`src/hdl/landmark_map_associate_merge_assert.svh`:
```
// Assertion macros used by the landmark map top module.
// Each macro expects i_clk and i_rst_n in scope of the module that uses it.
`ifndef LANDMARK_MAP_ASSOCIATE_MERGE_ASSERT_SVH
`define LANDMARK_MAP_ASSOCIATE_MERGE_ASSERT_SVH

// Same-cycle implication, checked outside reset.
`define LMAM_ASSERT_IMP(lbl, ante, cons) \
    lbl: assert property (@(posedge i_clk) disable iff (!i_rst_n) (ante) |-> (cons)) \
        else $error("lmam check failed");

// Next-cycle implication, checked outside reset.
`define LMAM_ASSERT_NXT(lbl, ante, cons) \
    lbl: assert property (@(posedge i_clk) disable iff (!i_rst_n) (ante) |=> (cons)) \
        else $error("lmam check failed");

`endif

```
`src/hdl/lmam_pkg.sv`:
```
// Types, constants and small helpers for the landmark map block.
// No dependencies; used by lmam_dist and the top module of the block.
`default_nettype none
package lmam_pkg;
    localparam int CAP = 64;
    localparam int IDX_W = $clog2(CAP);
    localparam int CNT_W = $clog2(CAP + 1);
    localparam int INDEX_OUT_W = 6;
    localparam int COUNT_OUT_W = 7;
    localparam int POS_W = 20;
    localparam int DIST_W = 2 * (POS_W + 1) + 1;

    localparam logic [1:0] ST_MERGE = 2'd0;
    localparam logic [1:0] ST_NEW   = 2'd1;
    localparam logic [1:0] ST_DROP  = 2'd2;

    localparam logic [1:0] CFG_RADIUS  = 2'd0;
    localparam logic [1:0] CFG_CONFIRM = 2'd1;
    localparam logic [1:0] CFG_MAX_AGE = 2'd2;

    typedef struct packed {
        logic signed [POS_W-1:0] x;
        logic signed [POS_W-1:0] y;
        logic [1:0]              color;
        logic [15:0]             hits;
        logic [31:0]             born;
    } t_entry;

    localparam int ENTRY_W = $bits(t_entry);

    // Floor average of two coordinates; the result always fits.
    function automatic logic signed [POS_W-1:0] avg_floor(
        input logic signed [POS_W-1:0] a, input logic signed [POS_W-1:0] b);
        logic signed [POS_W:0] s;
        s = {a[POS_W-1], a} + {b[POS_W-1], b};
        return s[POS_W:1];
    endfunction

    function automatic logic [15:0] hits_add(input logic [15:0] a, input logic [15:0] b);
        logic [16:0] s;
        s = {1'b0, a} + {1'b0, b};
        return s[16] ? 16'hFFFF : s[15:0];
    endfunction
endpackage
`default_nettype wire

```
`src/hdl/lmam_dist.sv`:
```
// Squared distance unit: registered squares, sum on the output.
// Depends on lmam_pkg.
`default_nettype none
module lmam_dist
    import lmam_pkg::*;
(
    input  wire logic                    i_clk,
    input  wire logic                    i_load,
    input  wire logic signed [POS_W-1:0] i_ax,
    input  wire logic signed [POS_W-1:0] i_ay,
    input  wire logic signed [POS_W-1:0] i_bx,
    input  wire logic signed [POS_W-1:0] i_by,
    output logic [DIST_W-1:0]            o_dist
);
    logic signed [POS_W:0]     dx;
    logic signed [POS_W:0]     dy;
    logic signed [2*POS_W+1:0] sqx;
    logic signed [2*POS_W+1:0] sqy;
    logic [2*POS_W+1:0]        r_sqx;
    logic [2*POS_W+1:0]        r_sqy;

    assign dx  = {i_ax[POS_W-1], i_ax} - {i_bx[POS_W-1], i_bx};
    assign dy  = {i_ay[POS_W-1], i_ay} - {i_by[POS_W-1], i_by};
    assign sqx = dx * dx;
    assign sqy = dy * dy;

    always_ff @(posedge i_clk) begin
        if (i_load) begin
            r_sqx <= sqx;
            r_sqy <= sqy;
        end
    end

    assign o_dist = {1'b0, r_sqx} + {1'b0, r_sqy};
endmodule
`default_nettype wire

```
`config.mk`:
```
export PLATFORM = sky130hd
export DESIGN_NAME = lmam_dist
export DESIGN_NICKNAME = d
export VERILOG_FILES = /design/src/hdl/landmark_map_associate_merge_assert.svh /design/src/hdl/lmam_pkg.sv /design/src/hdl/lmam_dist.sv
export SDC_FILE = /design/constraint.sdc
export NUM_CORES = 2
export LEC_CHECK = 0
export BUFFER_PORTS_ARGS = -buffer_cell sky130_fd_sc_hd__buf_2
export CAP_MARGIN = 20
export CORE_ASPECT_RATIO = 0.75
export CORE_UTILIZATION = 60
export CTS_BUF_LIST = sky130_fd_sc_hd__clkbuf_4 sky130_fd_sc_hd__clkbuf_8 sky130_fd_sc_hd__clkbuf_16
export CTS_CLUSTER_SIZE = 16
export DETAILED_ROUTE_END_ITERATION = 7
export GPL_TIMING_DRIVEN = 0
export PLACE_DENSITY = 0.77
export SETUP_SLACK_MARGIN = 0.1
export SKIP_LAST_GASP = 1
export SLEW_MARGIN = 10
export SYNTH_ARGS = -nofsm -noshare
export SYNTH_HDL_FRONTEND = slang
export SYNTH_SLANG_ARGS = --single-unit
```
`constraint.sdc`:
```
create_clock -name i_clk -period 21.6 [get_ports i_clk]
set_input_delay 1.08 -clock i_clk [delete_from_list [all_inputs] [get_ports i_clk]]
set_output_delay 1.08 -clock i_clk [all_outputs]
set_load 0.01 [all_outputs]
```
==> PnR_summary.wiki <==
{| class="wikitable"
! Metric !! Value
|-
| Result of the run || complete, no violations
|-
| Count of yosys warnings during synthesis || 0
|-
| Data required time of the worst path || about 22 ns
|-
| Number of buffers added by the clock tree synthesis step || 9
|-
| Top area cells in the synthesized netlist || sky130_fd_sc_hd__fa_1 47%, sky130_fd_sc_hd__ha_1 11%, sky130_fd_sc_hd__inv_1 11%
|-
| First-pass iteration count of the detailed router || 6
|-
| Global-route wire length before repair || 138 mm
|-
| Count of unique library cells instantiated by Yosys || between 100 and 150
|-
| Post-Syn Area || 0.0354 sq mm
|-
| Final wirelength || ~85 mm
|-
| Cell type contributing the most total cell area after synthesis || sky130_fd_sc_hd__fa_1
|-
| # DRC || 0
|-
| Part of the cycle the worst path needs || between 50% and 60%
|-
| Number of buffers added to fix hold violations after cts || 0
|-
| Top achievable clock speed || ~0.09 GHz
|-
| Max Root-Sink Buffers || 2
|-
| Diodes inserted || 0
|-
| RSZ-0062 raised after global routing || no
|-
| Number of instances in the synthesized netlist || roughly 3700
|-
| Most common cell after layout, fill and taps aside || sky130_fd_sc_hd__inv_1
|-
| Data arrival time of the worst path || between 10 and 15 ns
|-
| Initial standard-cell utilization of the core || ~61%
|-
| Number of enable-type register cells in the synthesized netlist || 82
|-
| Bufs and invs on worst path || 8
|-
| Total number of placement rows || 76
|-
| Clock sink count || 82
|-
| Nets@finish || between 5000 and 6000
|-
| Path class of the lowest-slack min-delay path || input port to flip-flop
|-
| Max cap viols || 0
|-
| Crit path max-delay family || adder cells
|-
| Number of nets with antenna violations after routing || 0
|-
| Most frequent cells in the layout || 1012 x sky130_fd_sc_hd__inv_1, 829 x sky130_fd_sc_hd__fa_1, 324 x sky130_fd_sc_hd__ha_1
|-
| Count of buffers added by post-CTS timing repair for setup || 0
|-
| CTS H-Tree Depth || 3
|-
| Synth-to-Final Area Change || 5.60%
|-
| Fraction of synthesized cell area taken by the top area cell type || a little under half
|-
| Number of pins with negative max-slew slack in the final report || 0
|-
| Vias in the first global route || approximately 27000
|-
| Avg WL per Cell || ~18 microns
|-
| Primary flip-flop cell chosen by synthesis mapping || sky130_fd_sc_hd__edfxtp_1
|-
| Number of port buffers || approximately 120
|-
| Period minus WS final || 11.08 ns
|-
| Critical-path maximum fanout || 10
|-
| Class of the most critical setup path || input port to flip-flop
|-
| Final count of hold timing violations || 0
|-
| Floorplan die width || 282 microns
|-
| Slew headroom || approximately 24%
|-
| Detailed router's first-iteration violation count || roughly 2000
|-
| Cell with the largest stage delay on the worst path || sky130_fd_sc_hd__xnor2_1
|-
| Post-synthesis sequential area ratio || around 7.0%
|-
| Critical Path Source Type || input port
|-
| Count of boundary I/O pins || between 100 and 150
|-
| Initial antenna violation count || 1
|-
| Avg Vias per Cell || between 5 and 6
|-
| Core area || roughly 0.058 sq mm
|-
| Critical Path End Type || flip-flop
|-
| Post-synthesis register bit count || ~80
|-
| Clock-pin transition on the worst setup and hold timing paths || around 0.060 ns
|-
| Setup TNS || 0 ns
|-
| Post-detailed-placement half-perimeter wirelength || roughly 74 mm
|-
| GRT Resource Usage Total || a little under a third
|-
| Die extent in y || ~210 microns
|-
| RePlAce Congestion || 1.03
|-
| Die Area || ~0.06 sq mm
|-
| Largest incremental delay on the critical path || 0.80 ns
|-
| Post-cts resize count || 0
|-
| Share of layout cells above drive strength 1 || under 10%
|-
| Total number of vias || 25600
|-
| Average cell area after synthesis || between 9 and 10 sq um
|-
| Pin slew with the least headroom to its limit || approximately 1.1 ns
|-
| Grt total ovfl || 0
|-
| CP most frequent cell || sky130_fd_sc_hd__fa_1
|-
| Buffer type at the clock tree root || sky130_fd_sc_hd__clkbuf_16
|-
| Pin count of the biggest net entering global routing || between 50 and 60
|-
| Number of nets produced by synthesis || approximately 5000
|-
| Fraction of registers with async set/reset || 0%
|-
| Final setup violation count || 0
|-
| Clock tree from TritonCTS || yes
|}
[Yosys cell counts, types with 9 or more instances]
cell                       instances
sky130_fd_sc_hd__ha_1            324
sky130_fd_sc_hd__nand2b_1         12
sky130_fd_sc_hd__and3_1           14
sky130_fd_sc_hd__a31o_2           16
sky130_fd_sc_hd__clkbuf_1         64
sky130_fd_sc_hd__a211oi_1         19
sky130_fd_sc_hd__fa_1            829
sky130_fd_sc_hd__nand3_1          30
sky130_fd_sc_hd__inv_2            25
sky130_fd_sc_hd__and2_1           31
sky130_fd_sc_hd__nor2b_1          16
sky130_fd_sc_hd__o21bai_1         16
sky130_fd_sc_hd__nor3_1           27
sky130_fd_sc_hd__a31oi_1          16
sky130_fd_sc_hd__buf_2            17
sky130_fd_sc_hd__o21ai_1           9
sky130_fd_sc_hd__inv_1          1012
sky130_fd_sc_hd__edfxtp_1         82
sky130_fd_sc_hd__nor2_1          318
sky130_fd_sc_hd__xnor2_1         119
sky130_fd_sc_hd__a21oi_1          97
sky130_fd_sc_hd__o21ai_0          50
sky130_fd_sc_hd__xor2_1           42
sky130_fd_sc_hd__nand2_1         307
sky130_fd_sc_hd__o21a_1           22
sky130_fd_sc_hd__a21o_1           72
[metrics by stage]
stage | std cells | cell area [sq um] | utilization [%] | setup slack [ns] | hold slack, ns
4_1_cts | 4672 | 37300 | 64.6 | 10.80 | 1.16
2_1_floorplan | 3748 | 35400 | - | 12.26 | 1.19
6_report | 4673 | 37300 | 64.6 | 10.52 | 1.17
3_5_place_dp | 4656 | 37000 | 64.1 | 10.51 | 1.54
5_1_grt | 4673 | 37300 | 64.6 | 10.10 | 1.17
3_3_place_gp | 4652 | 37000 | 63.9 | 10.19 | 1.61
[worst paths after layout]
kind	start	end	slack, ns	cells past startpoint
max	i_ax[0]	r_sqx[41]$_DFFE_PP_	10.52	36
min	i_load	r_sqx[8]$_DFFE_PP_	1.17	1
[layer usage]
metal / up-vias / global-route usage, % / part of all wire (%)
li1: 11600 / - / -
met1: 12800 / 43.5 / 42
met2: 1101 / 46.2 / 45
met3: 122 / 8.47 / 12
met4: 0 / 4.44 / 1.5
met5: - / 0 / 0
[cell families after synthesis]
group | synth area share (%)
AOI/OAI and AO/OA | 8.12
xor gates and xnor gates | 4.33
adders and majority gates | 58.4
and+or+nand+nor | 9.97
DFF | 6.96
buffers and inverters | 12.1
muxes | 0.145
[cell type report]
cell class,count,area [sq um]
multi-input combinational,2537,28700
fill,4804,20500
inverter,1039,3900
sequential,82,2460
tap,780,976
timing repair buffer,129,688
buffer,90,379
clock buffer,9,225
clock inverter,7,67.6
[flip-flops by register name, summed over array words and instances, names as in the netlist]
signal	cells
r_sqx	41
r_sqy	41
Power is not shown: default switching activity piles up to over one toggle a cycle in this logic, so the estimate is an artifact.
