--- src/hdl/landmark_map_associate_merge_assert.svh ---
// Assertion macros used by the landmark map top module.
// Each macro expects i_clk and i_rst_n in scope of the module that uses it.
`ifndef LANDMARK_MAP_ASSOCIATE_MERGE_ASSERT_SVH
`define LANDMARK_MAP_ASSOCIATE_MERGE_ASSERT_SVH

// Same-cycle implication, checked outside reset.
`define LMAM_ASSERT_IMP(lbl, ante, cons) \
    lbl: assert property (@(posedge i_clk) disable iff (!i_rst_n) (ante) |-> (cons)) \
        else $error("lmam check failed");

// Next-cycle implication, checked outside reset.
`define LMAM_ASSERT_NXT(lbl, ante, cons) \
    lbl: assert property (@(posedge i_clk) disable iff (!i_rst_n) (ante) |=> (cons)) \
        else $error("lmam check failed");

`endif

--- src/hdl/lmam_ram.sv ---
// Generic simple dual-port RAM: one write port, one registered read port.
// No dependencies.
`default_nettype none
module lmam_ram #(
    parameter int WIDTH = 8,
    parameter int DEPTH = 64
) (
    input  wire logic                     i_clk,
    input  wire logic                     i_we,
    input  wire logic [$clog2(DEPTH)-1:0] i_waddr,
    input  wire logic [WIDTH-1:0]         i_wdata,
    input  wire logic [$clog2(DEPTH)-1:0] i_raddr,
    output logic      [WIDTH-1:0]         o_rdata
);
    logic [WIDTH-1:0] r_mem [DEPTH];

    always_ff @(posedge i_clk) begin
        if (i_we) begin
            r_mem[i_waddr] <= i_wdata;
        end
        o_rdata <= r_mem[i_raddr];
    end
endmodule
`default_nettype wire

--- config.mk ---
export PLATFORM = sky130hd
export DESIGN_NAME = lmam_ram
export DESIGN_NICKNAME = d
export VERILOG_FILES = /design/src/hdl/landmark_map_associate_merge_assert.svh /design/src/hdl/lmam_ram.sv
export SDC_FILE = /design/constraint.sdc
export NUM_CORES = 1
export LEC_CHECK = 0
export ABC_CLOCK_PERIOD_IN_PS = 2100
export BUFFER_PORTS_ARGS = -buffer_cell sky130_fd_sc_hd__clkbuf_2
export CAP_MARGIN = 10
export CORE_UTILIZATION = 33
export CTS_CLUSTER_SIZE = 20
export DETAILED_ROUTE_END_ITERATION = 8
export GPL_TIMING_DRIVEN = 1
export PLACE_DENSITY = 0.5
export RECOVER_POWER = 100
export SYNTH_ARGS = -nofsm -noshare
export SYNTH_HDL_FRONTEND = slang
export SYNTH_SLANG_ARGS = --single-unit
--- constraint.sdc ---
create_clock -name i_clk -period 2.1 [get_ports i_clk]
set_input_delay 0.105 -clock i_clk [delete_from_list [all_inputs] [get_ports i_clk]]
set_output_delay 0.105 -clock i_clk [all_outputs]
set_load 0.05 [all_outputs]
==> out/qor.yml, run 1 <==
status: "finished, violations left"
cap_violations: 1
yosys_warnings: 0
maxSlewViolCount: 0
fin_hold_ws_ns: 0.0857
leakagePower_nw: 7.37
ios: 30
core_area_um2: 60400
viasPerCell: 5.06
r2r.worst_path.cells: 5
cp-endpoint: "o_rdata[2]$_DFF_P_"
finalHoldViolCount: 0
critical_path.cell_chain: "mux4_2 > mux2_2 > a221oi_1 > clkbuf_1 > o2bb2ai_1"
detail_route.wl_per_cell_um: 25.4
first_pass_iters: 5
worst_path_max_delay_cell: "mux4_2"
die_w_um: 249
chipHeight_um: 249
cts_sinks: 520
setup_viol: 0
synth-seq-area-share_pct: 77.0
clock_latency_ns: 0.60
cp.depth: 5
crit_fanout: 1
ys.flop_type: "edfxtp_1"
grt_pass1_wl_um: 72400
ir_drop_uv: 564
clockBufferDepth: 3
drc: 0
synth_fp_nets: 962
cts_tree: "yes"
r2r_start: "r_mem[47][2]$_DFFE_PP_"
clk_pin_slew_worst_paths_ns: 0.06
overflow: 0
ys_async_sr_fraction_pct: 0
numCtsBuffers: 53
setup_ws_ns: 0.0350
relSlewSlack_pct: 0.201
startpoint: "r_mem[47][2]$_DFFE_PP_"
first_iter_violations: 1006
power_density_nw_per_um2: 923
worstPathRequired_ns: 2.57
arrival_ns: 2.54
antenna_found_initial: 1
port_buffers: 29
drive_above_1_share_pct: 26.4
rows: 90
syn_avg_cell_area_um2: 21.5
htree_levels: 2
dp_hpwl_um: 31900
root_buffer: "clkbuf_16"
num-fill-cells: 5520
dieArea_um2: 62100
hp-class: "in2reg"
r2r_end: "o_rdata[2]$_DFF_P_"
grtUsageTotal_pct: 16.2
final_nets: 1160
grt_pass1_vias: 10400
synth_edf_count: 512
vias: 9946
fmax_ghz: 0.484
failed_checks: "max-capacitance violations"
syn_to_final_growth_pct: 17.5
pre_cts_ws_ns: -0.183
rrSetupSlack_ns: 0.04
most-common-layout-cells: "edfxtp_1, mux4_2, clkbuf_1"
syn_inst: 940
drt_wl_total_um: 49900
max_slew.worst_pin.slew_ns: 1.50
cp-start-kind: "register"
cp_top_family: "multiplexers"
yosysUniqueCellTypes: 40
routabilityCongestion: 0.780
ant_nets: 0
rsz0062_at_grt: "no"
initial_utilization_pct: 33.4
cpPeakStageDelay_ns: 0.49
layout_commonest_cell: "edfxtp_1"
synth_area_um2: 20200
cp-end-kind: "register"
crit_buf_inv: 1
grt_max_degree: 65
post-route-period-util_pct: 98.3
path_class: "reg2reg"
ys_ff_latch: 520
post-route-min-period_ns: 2.06
clock_skew_ns: 0.0181
## cells in the mapped netlist, types with 3 or more instances
master       n  area [um2]
a211oi_1     4        30.0
a21oi_1      3        15.0
a221oi_1     6        52.6
a22oi_1      3        22.5
buf_1        4        15.0
buf_2       11        55.1
buf_4       13        97.6
buf_6        4        45.0
clkbuf_1    17        63.8
dfxtp_1      8         160
edfxtp_1   512       15400
mux2_2      13         146
mux2i_1     23         230
mux4_2     126        2840
nand2_1     19        71.3
nand2b_1     7        43.8
nand3_1     13        65.1
nand3b_1     3        22.5
nor2_1      83         312
nor2b_1     14        87.6
nor3_1       7        35.0
o2111ai_1    3        26.3
o221ai_1     8        70.1
o22ai_1      8        50.1
o2bb2ai_1    3        26.3
## sequential cells by signal (all words and copies together), names as in the netlist
name / cells
o_rdata: 8
r_mem: 512
## worst reg2reg max path, cell delays in order, from the launching register on
cell,delay [ns]
edfxtp_1,0.35
mux4_2,0.49
mux2_2,0.30
a221oi_1,0.47
clkbuf_1,0.25
o2bb2ai_1,0.10
## kinds of logic after synthesis
group / after synthesis / synth area share (%)
DFF: 520 / 77.0
muxes: 162 / 15.9
and+or+nand+nor: 153 / 3.39
AOI/OAI and AO/OA: 54 / 2.07
buffers and inverters: 51 / 1.57
## report_power, final
group | internal, W | switching (W)
Sequential | 0.0115 | 0.0000406
Clock | 0.00520 | 0.00389
Combinational | 0.000481 | 0.000772
Total | 0.0172 | 0.00470
## worst min path at each step
stage	startpoint	end	slack, ns	depth (start not counted)
6_report	i_raddr[5]	o_rdata[1]$_DFF_P_	0.09	3
5_1_grt	i_raddr[5]	o_rdata[0]$_DFF_P_	0.09	3
4_1_cts	i_wdata[7]	r_mem[48][7]$_DFFE_PP_	0.02	2
3_5_place_dp	i_wdata[6]	r_mem[48][6]$_DFFE_PP_	0.63	2
3_3_place_gp	i_wdata[4]	r_mem[48][4]$_DFFE_PP_	0.62	2
2_1_floorplan	i_wdata[0]	r_mem[0][0]$_DFFE_PP_	0.20	0
## through the flow
stage                     power [W]  instance area (um2)  util [%]  std cells  setup TNS, ns
after floorplan              0.0124                20200         -        940              0
after global placement       0.0130                22400      37.1       1861         -0.601
after detailed placement     0.0131                22400      37.1       1861         -0.722
after CTS                    0.0222                24100      39.9       1964              0
after global routing         0.0226                23700      39.3       1964              0
final                        0.0219                23700      39.3       1966              0
## metal layers
layer	GRT usage, %	up-vias	wire length (um)
met5	0	-	11
met4	4.11	2	863
met3	2.77	59	2560
met2	25.9	278	23900
met1	22.9	5276	22600
li1	-	4331	-
## cell type report
type / count / area, um2 / area share, %
Antenna cell: 2 / 5.00 / 0.0211
Multi-Input combinational cell: 369 / 4340 / 18.3
Tap cell: 782 / 978 / 4.13
Sequential cell: 520 / 15500 / 65.5
Timing Repair Buffer: 194 / 1180 / 4.98
Clock buffer: 70 / 1440 / 6.09
Clock inverter: 29 / 228 / 0.961
## what timing repair did
item,CTS,global route
gates resized for setup,1,4
endpoints found under the hold margin,21,0
endpoints found under the setup margin,1,2
buffers inserted,0,0
hold buffers,4,0
pin swaps,0,1
(Power assumes the default switching activity.)
==> inputs of run 2 (changes only) <==
- ABC_AREA: not set -> 1
==> run 2 against run 1 <==
Net effect: the flow finishes with violations (max-capacitance violations, max-slew violations); worst setup slack improved by 0.29 ns; clock-buffer cell count decreased by 6; critical path depth decreased by 4; synthesized area increased by 5.8%; worst hold slack got worse by 0.024 ns; die area increased by 5.8%; critical endpoint is now o_rdata[5]; largest cell class unchanged; highest routed layer is now met4.
==> out/qor.yml, run 2 <==
synth_fp_nets: 1827  # +90%
routed-wl-met3_um: 4040  # +58%
drive_above_1_share_pct: 6.71  # -20 points
root_buffer: "clkbuf_16"
synthTopCellsByArea: "edfxtp_1, nand2_1, nand3_1"
cp_top_family: "flip-flops"
largest_register_ffs: 512  # unchanged
max_slew.worst_pin.slew_ns: 1.79  # +0.294 ns
crit_buf_inv: 1  # unchanged
fin_hold_ws_ns: 0.0619  # -0.0238 ns
die_w_um: 256  # +2.8%
wl_met2_um: 26000  # +9.1%
yosys.area_share.simple_pct: 23.2  # +20 points
leakagePower_nw: 8.50  # +15%
maxSlewViolCount: 226  # +226
syn_inst: 1805  # +92%
drc: 0  # unchanged
post-route-min-period_ns: 1.77  # -0.291 ns
synthMuxAreaShare_pct: 0  # -16 points
cp-start-kind: "register"
power_density_nw_per_um2: 913  # -1.1%
yosysUniqueCellTypes: 16  # -60%
dp_hpwl_um: 35100  # +10%
arrival_ns: 1.67  # -0.87 ns
drt-met1-wl_um: 26800  # +19%
grt_pass1_wl_um: 88100  # +22%
rows: 92  # +2.2%
chipHeight_um: 256  # +2.8%
synth_top_area_share_pct: 72.0  # -4.2 points
synth_area_um2: 21300  # +5.8%
final_nets: 1916  # +65%
cts_tree: "yes"
ys_ff_latch: 520  # unchanged
core_area_um2: 63400  # +5.1%
finalSetupTns_ns: 0  # unchanged
cpPeakStageDelay_ns: 0.54  # +0.05 ns
ys.flop_type: "edfxtp_1"
r2r_start: "r_mem[62][7]$_DFFE_PP_"
yosysMostFrequentCell: "nand2_1"
dieArea_um2: 65700  # +5.8%
setup_viol: 0  # unchanged
synth_top_cell_by_area: "edfxtp_1"
first_iter_violations: 1290  # +28%
largest-register: "r_mem"
most-common-layout-cells: "nand2_1, edfxtp_1, nand3_1"
status: "finished, violations left"
syn_to_final_growth_pct: 13.2
grtUsageTotal_pct: 17.8  # +1.6 points
synth_commonest_cells: "nand2_1, edfxtp_1, nand3_1"
detail_route.wl_per_cell_um: 20.9  # -18%
htree_levels: 2  # unchanged
pre_cts_ws_ns: 0.208  # +0.391 ns
cp-end-kind: "primary output"
critical_path.cell_chain: "clkbuf_1"
post_cts.repair.setup_buffers: 0  # unchanged
synth-seq-area-share_pct: 72.8  # -4.2 points
synth_edf_count: 512  # unchanged
cts_resized: 0  # -1
port_buffers: 29  # unchanged
cts_sinks: 520  # unchanged
clk_pin_slew_worst_paths_ns: 0.06  # about the same
yosys_warnings: 0  # unchanged
finalHoldViolCount: 0  # unchanged
syn_avg_cell_area_um2: 11.8  # -45%
crit_fanout: 1  # unchanged
synth_xor_xnor_area_share_pct: 0  # unchanged
routabilityCongestion: 0.867  # +11%
worst_path_max_delay_cell: "dfxtp_1"
ir_drop_uv: 518  # -8.1%
first_pass_iters: 5  # unchanged
fmax_ghz: 0.564  # +16%
rsz0062_at_grt: "no"
clock_skew_ns: 0.0138  # -0.00430 ns
clockBufferDepth: 3  # unchanged
total_power_w: 0.0221  # +0.82%
initial_utilization_pct: 33.6  # +0.23 points
hp-class: "in2reg"
layout_commonest_cell: "nand2_1"
hp-start: "i_raddr[4]"
setup_ws_ns: 0.326  # +0.291 ns
vias: 13900  # +40%
grt_max_degree: 91  # +40%
relSlewSlack_pct: -19.4  # -20 points
clock_latency_ns: 0.61  # about the same
numCtsBuffers: 54  # +1.9%
overflow: 0  # unchanged
path_class: "reg2out"
top_regs: "r_mem x512, o_rdata x8"
postCtsHoldBufs: 1  # -3
synth_adder_area_share_pct: 0  # unchanged
grt_pass1_vias: 13700  # +32%
ys_async_sr_fraction_pct: 0  # unchanged
ios: 30  # unchanged
cap_violations: 4  # +3
antenna_found_initial: 1  # unchanged
viasPerCell: 4.99  # -1.3%
startpoint: "o_rdata[5]$_DFF_P_"
failed_checks: "max-capacitance violations, max-slew violations"
drt_wl_total_um: 58200  # +17%
synth_compound_area_share_pct: 0  # -2.1 points
ant_nets: 0  # unchanged
top_layer: "met4"
post-route-period-util_pct: 84.5  # -14 points
worstPathRequired_ns: 2.00  # -0.57 ns
synth_top_family_by_area: "simple AND/OR/NAND/NOR gates"
run 2: tightest hold or removal path, stage by stage:
cell      delay, ns
clkbuf_2       0.11
buf_4          0.20
nand3_1        0.10
nand3_1        0.07
nand2_1        0.06
run 2: metrics by stage:
| stage | std cells | cell area [um2] | util [%] |
|---|---|---|---|
| detailed placement | 2683 | 22900 | 36.1 |
| floorplan | 1805 | 21300 | - |
| finish | 2785 | 24200 | 38.1 |
| global route | 2784 | 24200 | 38.1 |
| CTS | 2784 | 24500 | 38.7 |
| global placement | 2683 | 22900 | 36.1 |
run 2: final cells by class:
type / count / area [um2]
clock buffer: 64 / 1390
inverter: 12 / 52.6
timing repair buffer: 146 / 913
tap: 846 / 1060
antenna: 1 / 2.50
clock inverter: 36 / 263
sequential: 520 / 15500
multi-input combinational: 1160 / 4950
fill: 6194 / 39300
run 2: report_power, final:
group	internal, W	switching [W]	total, W
registers	0.0115	0.0000528	0.0115
logic	0.000358	0.00110	0.00146
clock network	0.00508	0.00397	0.00905
run 2: per-layer routing:
metal | vias up | GRT usage, %
li1 | 6533 | -
met2 | 399 | 26.6
met5 | - | 0
met4 | 0 | 4.97
met1 | 6879 | 26.2
met3 | 89 | 3.41
run 2: cell families (layout without fill, tap and decap cells):
kind of cell           after synthesis  count (layout)
other                                0               1
flip-flops                         520             520
buffers and inverters              125             258
AND/OR/NAND/NOR                   1160            1160
run 2: worst paths after layout:
kind,to,slack (ns),cells after the start
max reg2reg,o_rdata[7]$_DFF_P_,0.72,8
max,o_rdata[5],0.33,1
min,o_rdata[3]$_DFF_P_,0.06,5
min reg2reg,o_rdata[3]$_DFF_P_,0.83,8
==> inputs of run 3 (changes only) <==
- ABC_CLOCK_PERIOD_IN_PS: 2100 -> 1800
- clock period: 2.1 -> 1.8 ns (I/O delays scaled with it)
==> run 3 against run 2 <==
Net effect: the run still ends with max-capacitance violations, max-slew violations left; worst setup slack got worse by 0.11 ns; clock skew increased by 0.017 ns; register-to-register slack got worse by 0.30 ns; design area increased by 2.0%; worst hold slack improved by 0.033 ns; critical endpoint is now r_mem[35][7]$_DFFE_PP_; largest cell class unchanged.
==> out/qor.yml, run 3 (same netlist as run 2, synthesis figures left out) <==
switching_share_pct: 22.5  # -0.70 points
detail_route.wl_per_cell_um: 20.2  # -3.5%
cap_violations: 2  # -2
cts_resized: 0  # unchanged
dp_hpwl_um: 34000  # -3.1%
ir_drop_uv: 688  # +33%
power_density_nw_per_um2: 1080  # +18%
core_area_um2: 63400  # unchanged
port_buffers: 29  # unchanged
dieArea_um2: 65700  # unchanged
vias: 13700  # -1.2%
chipHeight_um: 256  # unchanged
grt_pass1_wl_um: 86400  # -1.9%
grt_pass1_vias: 13600  # -0.20%
largest-register: "r_mem"
final_cells: 2813  # +1.0%
maxSlewViolCount: 66  # -71%
power_frac_seq_pct: 50.7  # -1.6 points
viasPerCell: 4.88  # -2.1%
status: "finished, violations left"
post_cts.repair.setup_buffers: 0  # unchanged
hp-class: "in2reg"
setup_viol: 0  # unchanged
grtUsageTotal_pct: 17.4  # -0.42 points
path_class: "in2reg"
hp-start: "i_raddr[4]"
layout_commonest_cell: "nand2_1"
finalHoldViolCount: 0  # unchanged
arrival_ns: 1.77  # +0.10 ns
drive_above_1_share_pct: 8.95  # +2.2 points
cp-end-kind: "register"
r2r.worst_path.cells: 8  # unchanged
cp-start-kind: "input port"
cts_sinks: 520  # unchanged
drc: 0  # unchanged
hold_path_end: "o_rdata[6]$_DFF_P_"
top_regs: "r_mem x512, o_rdata x8"
drt-met1-wl_um: 26100  # -2.8%
cts_tree: "yes"
post-route-min-period_ns: 1.58
final_nets: 1943  # +1.4%
clock_latency_ns: 0.61  # about the same
fmax_ghz: 0.631
die_w_um: 256  # unchanged
placed_cell_area_um2: 23100  # +1.1%
leakagePower_nw: 8.79  # +3.4%
rsz0062_at_grt: "no"
p_sw_w: 0.00599  # +17%
r2r_start: "r_mem[7][6]$_DFFE_PP_"
whs_path_depth: 5  # unchanged
relSlewSlack_pct: -15.7  # +3.7 points
antenna_found_initial: 3  # +2
power_frac_clock_pct: 42.6  # +1.6 points
numCtsBuffers: 54  # unchanged
max_slew.worst_pin.slew_ns: 1.74  # -0.0558 ns
ios: 30  # unchanged
wl_met2_um: 26200  # +0.69%
routabilityCongestion: 0.819  # -5.5%
largest_register_ffs: 512  # unchanged
clk_pin_slew_worst_paths_ns: 0.06  # about the same
ant_nets: 0  # unchanged
rows: 92  # unchanged
clock_skew_ns: 0.0312  # +0.0174 ns
overflow: 0  # unchanged
fin_hold_ws_ns: 0.0945  # +0.0325 ns
htree_levels: 2  # unchanged
total_power_w: 0.0266  # +20%
drt_wl_total_um: 56700  # -2.5%
syn_to_final_growth_pct: 15.4
worstPathRequired_ns: 1.98  # -0.02 ns
internal_power_w: 0.0206  # +21%
clockBufferDepth: 3  # unchanged
first_pass_iters: 5  # unchanged
grt_max_degree: 87  # -4.4%
r2r_end: "o_rdata[6]$_DFF_P_"
most-common-layout-cells: "nand2_1, edfxtp_1, nand3_1"
initial_utilization_pct: 33.6  # unchanged
utilization_pct: 38.8  # +0.75 points
p_comb_share_pct: 6.7  # about the same
root_buffer: "clkbuf_16"
failed_checks: "max-capacitance violations, max-slew violations"
fin_area_um2: 24600  # +2.0%
postCtsHoldBufs: 8  # +7
rrSetupSlack_ns: 0.42  # -0.30 ns
top_layer: "met5"
first_iter_violations: 1312  # +1.7%
crit_fanout: 64  # +63
dp_cells: 2703  # +0.75%
routed-wl-met3_um: 3380  # -16%
post-route-period-util_pct: 88.0
==> run 3: worst max path at each step <==
stage / from / to
floorplan: i_we / r_mem[48][0]$_DFFE_PP_
global placement: i_raddr[1] / o_rdata[2]$_DFF_P_
detailed placement: i_raddr[1] / o_rdata[0]$_DFF_P_
CTS: o_rdata[1]$_DFF_P_ / o_rdata[1]
global route: i_wdata[7] / r_mem[35][7]$_DFFE_PP_
finish: i_wdata[7] / r_mem[35][7]$_DFFE_PP_
==> run 3: area by class of cell <==
cell class              instances  area (um2)
fillers                      6131       38800
flip-flops and latches        520       15500
multi-input cells            1160        4950
clock buffers                  75        1500
repair buffers                173        1250
well taps                     846        1060
clock inverters                26         288
inverters                      12        52.6
diodes                          1        2.50
==> run 3: worst max-delay path, cell delays in order <==
cell           delay [ns]
dlygate4sd3_1        0.52
clkbuf_2             0.10
buf_2                1.02
==> run 3: routing by layer <==
layer	vias up	global-route usage (%)
li1	6590	-
met1	6711	24.4
met2	362	27.2
met3	72	3.82
met4	4	4.49
met5	-	0
==> run 3: power by group through the flow <==
stage                     clock, W  sequential, W  combinational, W
after global routing        0.0120         0.0135           0.00195
after CTS                   0.0116         0.0135           0.00185
after detailed placement         0         0.0137           0.00183
after global placement           0         0.0137           0.00182
final                       0.0113         0.0135           0.00178
after floorplan                  0         0.0138          0.000942
==> run 3: stage by stage <==
step | setup slack (ns) | setup TNS, ns
2_1_floorplan | -0.0561 | -3.59
5_1_grt | 0.145 | 0
3_3_place_gp | 0.0747 | 0
6_report | 0.216 | 0
4_1_cts | 0.263 | 0
3_5_place_dp | 0.0700 | 0
